## config.mk

```make
export PLATFORM = sky130hd
export DESIGN_NAME = three_axis_scalar_kalman
export DESIGN_NICKNAME = d
export VERILOG_FILES = /design/src/design/tskf_pkg.sv /design/src/design/tskf_regs.sv /design/src/design/tskf_ctrl.sv /design/src/design/tskf_dp.sv /design/src/design/three_axis_scalar_kalman.sv
export SDC_FILE = /design/constraint.sdc
export NUM_CORES = 2
export LEC_CHECK = 0
export ABC_AREA = 0
export BUFFER_PORTS_ARGS = -buffer_cell sky130_fd_sc_hd__buf_2
export CAP_MARGIN = 20
export CORE_MARGIN = 2
export CORE_UTILIZATION = 55
export CTS_CLUSTER_SIZE = 40
export DETAILED_ROUTE_END_ITERATION = 8
export HOLD_SLACK_MARGIN = 0.05
export PLACE_DENSITY = 0.76
export SLEW_MARGIN = 40
export SYNTH_ARGS = -nofsm -noshare
export SYNTH_HDL_FRONTEND = slang
export SYNTH_SLANG_ARGS = --single-unit
```

## constraint.sdc

```tcl
create_clock -name clk -period 9.16 [get_ports clk]
set_clock_uncertainty 0.05 [all_clocks]
set_input_delay 1.832 -clock clk [delete_from_list [all_inputs] [get_ports clk]]
set_output_delay 1.832 -clock clk [all_outputs]
set_load 0.02 [all_outputs]
```

## src/design/tskf_pkg.sv

```systemverilog
// Shared types and constants for the three-axis scalar Kalman filter.
// No dependencies; imported by every module of the block.
package tskf_pkg;

  localparam int DEF_FRAC_BITS = 16;
  localparam int SAMPLE_W      = 16;
  localparam int COV_W         = 24;
  localparam int CFG_AW        = 4;
  localparam int CFG_DW        = 32;

  localparam logic [COV_W-1:0] Q_RST  = 24'd4096;
  localparam logic [COV_W-1:0] R_RST  = 24'd65536;
  localparam logic [COV_W-1:0] P0_RST = 24'd14418;

  typedef enum logic [1:0] {
    REG_Q  = 2'd0,
    REG_R  = 2'd1,
    REG_P0 = 2'd2
  } reg_idx_t;

  typedef enum logic [2:0] {
    ST_IDLE,
    ST_PRED,
    ST_DIV,
    ST_MLOAD,
    ST_MUL,
    ST_UPD,
    ST_FIN
  } state_t;

  typedef struct packed {
    logic load;
    logic prime;
    logic pred;
    logic div_step;
    logic mul_load;
    logic mul_step;
    logic upd;
    logic fin;
  } dp_cmd_t;

endpackage

```

## src/design/tskf_regs.sv

```systemverilog
// Configuration registers q, r and initial p behind an APB-style port.
// Depends on tskf_pkg.
module tskf_regs (
  input  logic                           clk,
  input  logic                           rst_n,
  input  logic                           psel,
  input  logic                           penable,
  input  logic                           pwrite,
  input  logic [tskf_pkg::CFG_AW-1:0]    paddr,
  input  logic [tskf_pkg::CFG_DW-1:0]    pwdata,
  output logic [tskf_pkg::CFG_DW-1:0]    prdata,
  output logic                           pready,
  output logic [tskf_pkg::COV_W-1:0]     q,
  output logic [tskf_pkg::COV_W-1:0]     r,
  output logic [tskf_pkg::COV_W-1:0]     p0
);
  import tskf_pkg::*;

  logic [COV_W-1:0] q_r, q_nxt;
  logic [COV_W-1:0] r_r, r_nxt;
  logic [COV_W-1:0] p0_r, p0_nxt;
  logic             wr_en;
  logic [1:0]       idx;

  assign pready = 1'b1;
  assign wr_en  = psel & penable & pwrite & pready;
  assign idx    = paddr[3:2];

  always_comb begin
    q_nxt  = q_r;
    r_nxt  = r_r;
    p0_nxt = p0_r;
    if (wr_en) begin
      case (idx)
        REG_Q:   q_nxt  = pwdata[COV_W-1:0];
        REG_R:   r_nxt  = pwdata[COV_W-1:0];
        REG_P0:  p0_nxt = pwdata[COV_W-1:0];
        default: ;
      endcase
    end
  end

  always_comb begin
    case (idx)
      REG_Q:   prdata = {{(CFG_DW-COV_W){1'b0}}, q_r};
      REG_R:   prdata = {{(CFG_DW-COV_W){1'b0}}, r_r};
      REG_P0:  prdata = {{(CFG_DW-COV_W){1'b0}}, p0_r};
      default: prdata = '0;
    endcase
  end

  always_ff @(posedge clk) begin
    if (!rst_n) begin
      q_r  <= Q_RST;
      r_r  <= R_RST;
      p0_r <= P0_RST;
    end else begin
      q_r  <= q_nxt;
      r_r  <= r_nxt;
      p0_r <= p0_nxt;
    end
  end

  assign q  = q_r;
  assign r  = r_r;
  assign p0 = p0_r;

endmodule

```

## src/design/tskf_ctrl.sv

```systemverilog
// Sequencer for the Kalman filter: handshakes, step counter, priming flag.
// Depends on tskf_pkg; drives the datapath through a dp_cmd_t bundle.
module tskf_ctrl #(
  parameter int FRAC_BITS = tskf_pkg::DEF_FRAC_BITS
) (
  input  logic              clk,
  input  logic              rst_n,
  input  logic              in_valid,
  output logic              in_stall,
  output logic              out_valid,
  input  logic              out_stall,
  output tskf_pkg::dp_cmd_t cmd
);
  import tskf_pkg::*;

  localparam int CW = $clog2(FRAC_BITS);
  localparam logic [CW-1:0] LAST_STEP = CW'(FRAC_BITS - 1);

  state_t        state_r, state_nxt;
  logic [CW-1:0] cnt_r, cnt_nxt;
  logic          primed_r, primed_nxt;
  logic          out_valid_r, out_valid_nxt;
  logic          out_free;

  assign out_free = !out_valid_r || !out_stall;

  always_comb begin
    state_nxt = state_r;
    case (state_r)
      ST_IDLE:  if (in_valid) state_nxt = primed_r ? ST_PRED : ST_FIN;
      ST_PRED:  state_nxt = ST_DIV;
      ST_DIV:   if (cnt_r == '0) state_nxt = ST_MLOAD;
      ST_MLOAD: state_nxt = ST_MUL;
      ST_MUL:   if (cnt_r == '0) state_nxt = ST_UPD;
      ST_UPD:   state_nxt = ST_FIN;
      ST_FIN:   if (out_free) state_nxt = ST_IDLE;
      default:  state_nxt = ST_IDLE;
    endcase
  end

  always_comb begin
    cmd           = '0;
    cnt_nxt       = cnt_r;
    primed_nxt    = primed_r;
    out_valid_nxt = out_valid_r;
    in_stall      = (state_r != ST_IDLE);
    if (out_valid_r && !out_stall) begin
      out_valid_nxt = 1'b0;
    end
    case (state_r)
      ST_IDLE: begin
        cmd.load = in_valid;
      end
      ST_PRED: begin
        cmd.pred = 1'b1;
        cnt_nxt  = LAST_STEP;
      end
      ST_DIV: begin
        cmd.div_step = 1'b1;
        cnt_nxt      = cnt_r - 1'b1;
      end
      ST_MLOAD: begin
        cmd.mul_load = 1'b1;
        cnt_nxt      = LAST_STEP;
      end
      ST_MUL: begin
        cmd.mul_step = 1'b1;
        cnt_nxt      = cnt_r - 1'b1;
      end
      ST_UPD: begin
        cmd.upd = 1'b1;
      end
      ST_FIN: begin
        cmd.prime = !primed_r;
        if (out_free) begin
          cmd.fin       = 1'b1;
          primed_nxt    = 1'b1;
          out_valid_nxt = 1'b1;
        end
      end
      default: ;
    endcase
  end

  always_ff @(posedge clk) begin
    if (!rst_n) begin
      state_r     <= ST_IDLE;
      cnt_r       <= '0;
      primed_r    <= 1'b0;
      out_valid_r <= 1'b0;
    end else begin
      state_r     <= state_nxt;
      cnt_r       <= cnt_nxt;
      primed_r    <= primed_nxt;
      out_valid_r <= out_valid_nxt;
    end
  end

  assign out_valid = out_valid_r;

endmodule

```

## src/design/tskf_dp.sv

```systemverilog
// Datapath: covariance predict, serial restoring divider for the gain,
// four shift-add multipliers stepped together, estimate update and rounding.
// Depends on tskf_pkg; commanded by tskf_ctrl.
module tskf_dp #(
  parameter int FRAC_BITS = tskf_pkg::DEF_FRAC_BITS
) (
  input  logic                                 clk,
  input  tskf_pkg::dp_cmd_t                    cmd,
  input  logic [tskf_pkg::COV_W-1:0]           q,
  input  logic [tskf_pkg::COV_W-1:0]           r,
  input  logic [tskf_pkg::COV_W-1:0]           p0,
  input  logic signed [tskf_pkg::SAMPLE_W-1:0] sample_x,
  input  logic signed [tskf_pkg::SAMPLE_W-1:0] sample_y,
  input  logic signed [tskf_pkg::SAMPLE_W-1:0] sample_z,
  output logic signed [tskf_pkg::SAMPLE_W-1:0] filtered_x,
  output logic signed [tskf_pkg::SAMPLE_W-1:0] filtered_y,
  output logic signed [tskf_pkg::SAMPLE_W-1:0] filtered_z,
  output logic                                 was_passthrough
);
  import tskf_pkg::*;

  localparam int EW = SAMPLE_W + FRAC_BITS;
  localparam int AW = EW + 1;
  localparam int KW = FRAC_BITS;
  localparam int DW = COV_W + 1;
  localparam int RW = EW + 1 - FRAC_BITS;
  localparam logic [EW:0] HALF = (EW + 1)'(1) << (FRAC_BITS - 1);

  logic signed [SAMPLE_W-1:0] smp_r [3];
  logic signed [EW-1:0]       est_r [3];
  logic [EW-1:0]              mag_r [3];
  logic                       neg_r [3];
  logic [AW-1:0]              acc_r [3];
  logic signed [SAMPLE_W-1:0] flt_r [3];
  logic                       pass_r;

  logic [COV_W-1:0] p_r, pp_r;
  logic [DW-1:0]    den_r, rem_r, cacc_r;
  logic [KW-1:0]    quo_r, ksh_r, oksh_r;
  logic             rzero_r, kone_r, kzero_r;

  logic [EW-1:0]              mf     [3];
  logic [EW:0]                diff   [3];
  logic [EW:0]                ndiff  [3];
  logic [EW-1:0]              magc   [3];
  logic [AW:0]                asum   [3];
  logic [EW-1:0]              est_up [3];
  logic [EW:0]                rv     [3];
  logic [RW-1:0]              rt     [3];
  logic signed [SAMPLE_W-1:0] rnd    [3];

  logic [COV_W:0]   ppsum;
  logic [COV_W-1:0] ppc;
  logic [DW-1:0]    den;
  logic [DW:0]      rem2, rdif;
  logic             ge;
  logic [KW-1:0]    kval;
  logic [DW:0]      csum;

  always_comb begin
    for (int i = 0; i < 3; i++) begin
      mf[i]    = {smp_r[i], {FRAC_BITS{1'b0}}};
      diff[i]  = {mf[i][EW-1], mf[i]} - {est_r[i][EW-1], est_r[i]};
      ndiff[i] = -diff[i];
      magc[i]  = diff[i][EW] ? ndiff[i][EW-1:0] : diff[i][EW-1:0];
      asum[i]  = {1'b0, acc_r[i]} + (ksh_r[0] ? {2'b00, mag_r[i]} : '0);
      if (kone_r) begin
        est_up[i] = mf[i];
      end else if (neg_r[i]) begin
        est_up[i] = est_r[i] - acc_r[i][EW-1:0];
      end else begin
        est_up[i] = est_r[i] + acc_r[i][EW-1:0];
      end
      rv[i] = {est_r[i][EW-1], est_r[i]} + HALF;
      rt[i] = rv[i][EW:FRAC_BITS]
            + {{(RW-1){1'b0}}, rv[i][EW] & (|rv[i][FRAC_BITS-1:0])};
      if (rt[i][RW-1] != rt[i][SAMPLE_W-1]) begin
        rnd[i] = rt[i][RW-1] ? {1'b1, {(SAMPLE_W-1){1'b0}}} : {1'b0, {(SAMPLE_W-1){1'b1}}};
      end else begin
        rnd[i] = rt[i][SAMPLE_W-1:0];
      end
    end
  end

  always_comb begin
    ppsum = {1'b0, p_r} + {1'b0, q};
    ppc   = ppsum[COV_W] ? {COV_W{1'b1}} : ppsum[COV_W-1:0];
    den   = {1'b0, ppc} + {1'b0, r};
    rem2  = {rem_r, 1'b0};
    rdif  = rem2 - {1'b0, den_r};
    ge    = (rem2 >= {1'b0, den_r});
    kval  = rzero_r ? '0 : quo_r;
    csum  = {1'b0, cacc_r} + (oksh_r[0] ? {2'b00, pp_r} : '0);
  end

  always_ff @(posedge clk) begin
    if (cmd.load) begin
      smp_r[0] <= sample_x;
      smp_r[1] <= sample_y;
      smp_r[2] <= sample_z;
    end
    if (cmd.pred) begin
      pp_r    <= ppc;
      den_r   <= den;
      rem_r   <= {1'b0, ppc};
      rzero_r <= (r == '0);
      kone_r  <= (r == '0) && (ppc != '0);
      for (int i = 0; i < 3; i++) begin
        mag_r[i] <= magc[i];
        neg_r[i] <= diff[i][EW];
      end
    end
    if (cmd.div_step) begin
      rem_r <= ge ? rdif[DW-1:0] : rem2[DW-1:0];
      quo_r <= {quo_r[KW-2:0], ge};
    end
    if (cmd.mul_load) begin
      ksh_r   <= kval;
      oksh_r  <= '0 - kval;
      kzero_r <= (kval == '0);
      cacc_r  <= '0;
      for (int i = 0; i < 3; i++) begin
        acc_r[i] <= '0;
      end
    end
    if (cmd.mul_step) begin
      ksh_r  <= ksh_r >> 1;
      oksh_r <= oksh_r >> 1;
      cacc_r <= csum[DW:1];
      for (int i = 0; i < 3; i++) begin
        acc_r[i] <= asum[i][AW:1];
      end
    end
    if (cmd.upd) begin
      for (int i = 0; i < 3; i++) begin
        est_r[i] <= est_up[i];
      end
      if (kone_r) begin
        p_r <= '0;
      end else if (kzero_r) begin
        p_r <= pp_r;
      end else begin
        p_r <= cacc_r[COV_W-1:0];
      end
    end
    if (cmd.fin) begin
      pass_r <= cmd.prime;
      if (cmd.prime) begin
        p_r <= p0;
        for (int i = 0; i < 3; i++) begin
          est_r[i] <= mf[i];
          flt_r[i] <= smp_r[i];
        end
      end else begin
        for (int i = 0; i < 3; i++) begin
          flt_r[i] <= rnd[i];
        end
      end
    end
  end

  assign filtered_x      = flt_r[0];
  assign filtered_y      = flt_r[1];
  assign filtered_z      = flt_r[2];
  assign was_passthrough = pass_r;

endmodule

```

## src/design/three_axis_scalar_kalman.sv

```systemverilog
// Three-axis scalar Kalman filter: one shared covariance and gain, three estimates.
// Input beat: one signed 16-bit sample per axis (in_sample_x/y/z), in_valid/in_stall.
// Output beat: out_filtered_x/y/z and out_was_passthrough, out_valid/out_stall.
// Registers q, r and initial p (24 bits, 16 fractional) sit at 0x0, 0x4, 0x8 on
// the APB-style port; write them only while no beat is in flight.
// The first beat after reset primes the filter and returns its samples unchanged,
// with out_was_passthrough set; it skips the predict, gain and update steps.
// Every later beat runs predict, the gain divider, the multiplier load, the shift-add
// multiply, update and finish in that order: the gain divider retires one quotient
// bit per cycle and the four shift-add multipliers take one gain bit per cycle.
// One beat is in flight at a time; in_stall drops once the result is in the
// output register, so a new beat is taken only after the last one has finished.
// If out_stall holds the result, the next finished beat waits in the datapath
// and in_stall stays high until the output register frees.
// Reset (rst_n, synchronous) restores register defaults and unprimes the filter.
// Depends on tskf_pkg, tskf_regs, tskf_ctrl and tskf_dp.
module three_axis_scalar_kalman #(
  parameter int FRAC_BITS = tskf_pkg::DEF_FRAC_BITS
) (
  input  logic                                 clk,
  input  logic                                 rst_n,
  input  logic                                 in_valid,
  output logic                                 in_stall,
  input  logic signed [tskf_pkg::SAMPLE_W-1:0] in_sample_x,
  input  logic signed [tskf_pkg::SAMPLE_W-1:0] in_sample_y,
  input  logic signed [tskf_pkg::SAMPLE_W-1:0] in_sample_z,
  output logic                                 out_valid,
  input  logic                                 out_stall,
  output logic signed [tskf_pkg::SAMPLE_W-1:0] out_filtered_x,
  output logic signed [tskf_pkg::SAMPLE_W-1:0] out_filtered_y,
  output logic signed [tskf_pkg::SAMPLE_W-1:0] out_filtered_z,
  output logic                                 out_was_passthrough,
  input  logic                                 psel,
  input  logic                                 penable,
  input  logic                                 pwrite,
  input  logic [tskf_pkg::CFG_AW-1:0]          paddr,
  input  logic [tskf_pkg::CFG_DW-1:0]          pwdata,
  output logic [tskf_pkg::CFG_DW-1:0]          prdata,
  output logic                                 pready
);
  import tskf_pkg::*;

  dp_cmd_t          cmd;
  logic [COV_W-1:0] q, r, p0;

  tskf_regs u_regs (
    .clk     (clk),
    .rst_n   (rst_n),
    .psel    (psel),
    .penable (penable),
    .pwrite  (pwrite),
    .paddr   (paddr),
    .pwdata  (pwdata),
    .prdata  (prdata),
    .pready  (pready),
    .q       (q),
    .r       (r),
    .p0      (p0)
  );

  tskf_ctrl #(
    .FRAC_BITS (FRAC_BITS)
  ) u_ctrl (
    .clk       (clk),
    .rst_n     (rst_n),
    .in_valid  (in_valid),
    .in_stall  (in_stall),
    .out_valid (out_valid),
    .out_stall (out_stall),
    .cmd       (cmd)
  );

  tskf_dp #(
    .FRAC_BITS (FRAC_BITS)
  ) u_dp (
    .clk             (clk),
    .cmd             (cmd),
    .q               (q),
    .r               (r),
    .p0              (p0),
    .sample_x        (in_sample_x),
    .sample_y        (in_sample_y),
    .sample_z        (in_sample_z),
    .filtered_x      (out_filtered_x),
    .filtered_y      (out_filtered_y),
    .filtered_z      (out_filtered_z),
    .was_passthrough (out_was_passthrough)
  );

endmodule

```

==> summary.txt <==
Synth Flop Type: edfxtp_1
Overall Power: 15.1 mW
Total wire length: 121000 um
First-pass GRT wire length: 194000 um
# IOs: 175
Final worst-path cycle share: 82.3%
Htree depth: 3
RSZ-0062 raised after global routing: false
Pre-antenna DRT Iters: 5
MaxCap Viol Count: 0
Count of final setup violators: 0
Crit path max fanout: 9
Final Hold Viols: 0
Fraction of registers with async set or reset after synthesis: 0%
Crit path DAT: 7.88 ns
TritonCTS Sinks: 646
Post-synth EDFFs: 539
Hold Crit Class: flop to flop
Fillers: 7142
CP max-delay cell: a311oi_2
Setup slack, reg-to-reg: 1.62 ns
Top cells by count, synth: 539 x edfxtp_1, 518 x nor2_1, 516 x nand2_1
Synth Area in Adders: 9.63%
Cell Area, Placed: 49600 um^2
Part of the Yosys area used for sequential elements: 38.4%
Finished layout cell area: 52300 um^2
Clock latency on the worst-skew pair: 0.65 ns
Final Non-Filler Cells: 6537
Standard-cell row count: 107
Post-CTS Hold Buffers: 0
Final nets: 5780
Avg Vias per Cell: 6.02
Total GRT Usage: 26.5%
Warnings, synthesis: 0
Tmin final: 7.54 ns
Main combinational cell family by area after synthesis: simple AND/OR/NAND/NOR gates
Crit. Startpoint: u_regs.q[0]
Gate Count Post-Synth: 5235
Final TNS setup: 0 ns
Initial antenna violation count: 6
Count leader, synth: edfxtp_1
Required time worst endpoint: 9.50 ns
Final Max Tran Viols: 0
Relative slew slack: 39.9%
Clk slew on worst S/H paths: 0.06 ns
Detailed Place HPWL: 88700 um
Cells after DPL: 6393
Critical path's largest stage delay: 0.80 ns
Input/output buffers: 155
Number of DRC markers in iteration 0: 3108
Post-Syn Area per Cell: 9.11 um^2
Starting density of the core: 55.7%
Root buf cell: clkbuf_16
Total Die Area: 89100 um^2
CP endpoint kind: flop
Post-Syn Area: 47700 um^2
Measured slew at the worst slew-check pin: 0.902 ns
Die Ht: 298 um
Yosys top cell by area: edfxtp_1
CTS Buffer Depth: 3
Vias in the first global route: 37400
P_leak: 21.0 nW
Syn-to-layout area delta: 9.60%
Max VDD drop: 152 uV
DRT antenna net count: 0
Buf/Inv on CP: 1
Overflow after GRT: 0
WS Path Type: flop to flop
Total CTS buffers: 77
Synth Area in Simple Gates: 18.3%
Share of the synthesized area in the top cell type: 33.9%
Width of the die: 298 um
WHS: 0.441 ns
Largest delay contributor family on the critical path: compound AO/OA/AOI/OAI gates
Wire length per cell: 18.5 um
Multiplexer share of the synthesized area: 1.98%
Compound-Gate Fraction of Synth Area: 18.2%
Yosys reg bits: 646
GP Congestion: 0.929
Vias: 39300
Synth unique cells: 92
PD cells: 289 nW/um^2
Status: complete, no violations
Max Fclk: 0.133 GHz
Largest net degree at the start of global routing: 100
Reg2reg start: u_regs.q[0]
Remaining DRCs: 0
CTS tree: yes
Share of cells above drive strength 1: 7.36%
CP Depth: 27
R2R Path End: u_dp.den_r[22]
Core area: 85500 um^2
Number of gates resized after cts: 0
Top area cells in the synthesized netlist: edfxtp_1 34%, ha_1 9.2%, xnor2_1 6.9%
Reg2reg path depth: 27
Post-CTS setup buffer count: 0
Synth Area in XOR/XNOR: 10.2%
Worst setup endpoint: u_dp.den_r[22]
Startpoint types: flop
-- where the power goes --
part	leakage [nW]	internal [mW]	switching, mW	total, mW
Clock	1.27	1.90	1.30	3.20
Combinational	13.8	2.96	4.17	7.13
Sequential	5.87	4.22	0.551	4.77
Total	21.0	9.08	6.01	15.1
-- how the worst min path moves through the flow --
stage | from | slack (ns) | endpoint | cells after the start
floorplan | u_dp.ksh_r[15] | 0.40 | u_dp.ksh_r[15] | 2
global placement | u_dp.quo_r[1] | 0.42 | u_dp.quo_r[2] | 0
detailed placement | u_dp.p_r[14] | 0.42 | u_dp.p_r[14] | 1
CTS | u_regs.q[9] | 0.44 | u_regs.q[9] | 2
global route | u_regs.q[9] | 0.46 | u_regs.q[9] | 2
finish | u_dp.p_r[13] | 0.44 | u_dp.p_r[13] | 1
-- through the flow --
step / worst slack, ns / util (%)
after floorplan: 1.52 / -
after global placement: 1.90 / 57.8
after detailed placement: 1.79 / 58.0
after CTS: 1.79 / 61.1
after global routing: 1.10 / 61.1
final: 1.62 / 61.1
-- area by class of cell --
class	instances	area [um^2]	area share, %
clock inverter	44	514	0.984
antenna	2	5.00	0.00958
tap	1144	1430	2.74
timing repair buffer	194	1120	2.14
inverter	218	823	1.58
sequential	646	18300	35.1
clock buffer	98	2110	4.04
multi-input combinational	4191	27900	53.4
-- state kept, by name, indices dropped and copies added, names as in the netlist, 3 cells and up --
name and count:
u_dp.cacc_r 25, u_dp.est_r 96, u_dp.neg_r 3, u_dp.acc_r 99
u_dp.pp_r 24, u_regs.p0 24, u_regs.q 24, u_dp.den_r 25
u_dp.ksh_r 16, u_dp.oksh_r 16, u_ctrl.cnt_r 4, u_ctrl.state_r 3
u_dp.rem_r 25, u_dp.quo_r 16, u_dp.smp_r 48, u_dp.p_r 24
u_dp.flt_r 48, u_dp.mag_r 96, u_regs.r 24
-- metal layers --
| metal | GRT usage [%] | vias up | share of wire [%] |
|---|---|---|---|
| met5 | 0 | - | 0.036 |
| met4 | 8.53 | 6 | 3.1 |
| met3 | 3.98 | 222 | 7.1 |
| met2 | 43.5 | 1312 | 46 |
| met1 | 36.0 | 18600 | 44 |
| li1 | - | 19200 | - |
-- logic make-up (layout without fill, tap and decap cells) --
| group | count (synthesis) | after routing |
|---|---|---|
| and+or+nand+nor | 1812 | 1812 |
| AOI/OAI and AO/OA | 1360 | 1360 |
| DFF | 646 | 646 |
| xor gates and xnor gates | 556 | 556 |
| buffers and inverters | 405 | 554 |
| adders and majority gates | 361 | 361 |
| muxes | 93 | 93 |
| other | 2 | 11 |
-- worst reg2reg max path, cell delays in order (launching register included) --
cell and delay, ns:
dfxtp_1 0.33, ha_1 0.24, fa_1 0.43, a211oi_1 0.32, o21ai_1 0.15, a21oi_1 0.24
o211ai_1 0.22, a311oi_1 0.49, o21ai_1 0.15, and2_1 0.21, a31o_2 0.27, a311oi_2 0.80
nand2b_1 0.23, ha_1 0.26, inv_1 0.07, fa_1 0.19, nor2b_1 0.06, o21a_1 0.17
o21ai_0 0.26, a21boi_0 0.19, o21a_1 0.24, o21a_1 0.20, o21ai_0 0.45, nor3b_1 0.15
o31ai_1 0.47, a21oi_1 0.20, a21oi_1 0.21, xnor2_1 0.08
-- layout by cell type (no fill, tap or decap), types with 11 or more instances in the layout --
master | Yosys | routed
nor3_1 | 119 | 116
nor2_1 | 518 | 516
o21a_1 | 60 | 60
nand4_1 | 46 | 46
nor3b_1 | 28 | 27
o21ai_0 | 315 | 314
clkinv_2 | 0 | 11
clkbuf_16 | 0 | 81
nand3_1 | 107 | 107
nor4_1 | 45 | 44
xor2_1 | 180 | 180
a221o_1 | 28 | 28
o21bai_1 | 44 | 44
a31oi_1 | 49 | 49
or2_2 | 13 | 12
or4_1 | 18 | 18
a21oi_1 | 385 | 384
dfxtp_1 | 107 | 107
nand2_1 | 516 | 514
a31o_2 | 20 | 20
edfxtp_1 | 539 | 539
xnor2_1 | 376 | 376
or3_1 | 33 | 30
o211ai_1 | 34 | 34
ha_1 | 351 | 351
and3_1 | 46 | 46
inv_1 | 215 | 214
a21boi_0 | 72 | 72
nor2b_1 | 62 | 61
buf_4 | 9 | 30
mux2i_1 | 81 | 81
a21o_1 | 153 | 153
buf_2 | 2 | 154
o31ai_1 | 26 | 26
clkbuf_1 | 161 | 15
a311oi_1 | 12 | 11
a211oi_1 | 22 | 22
and2_1 | 139 | 137
nand2b_1 | 63 | 63
No activity file was read; power rests on OpenSTA's default activity.
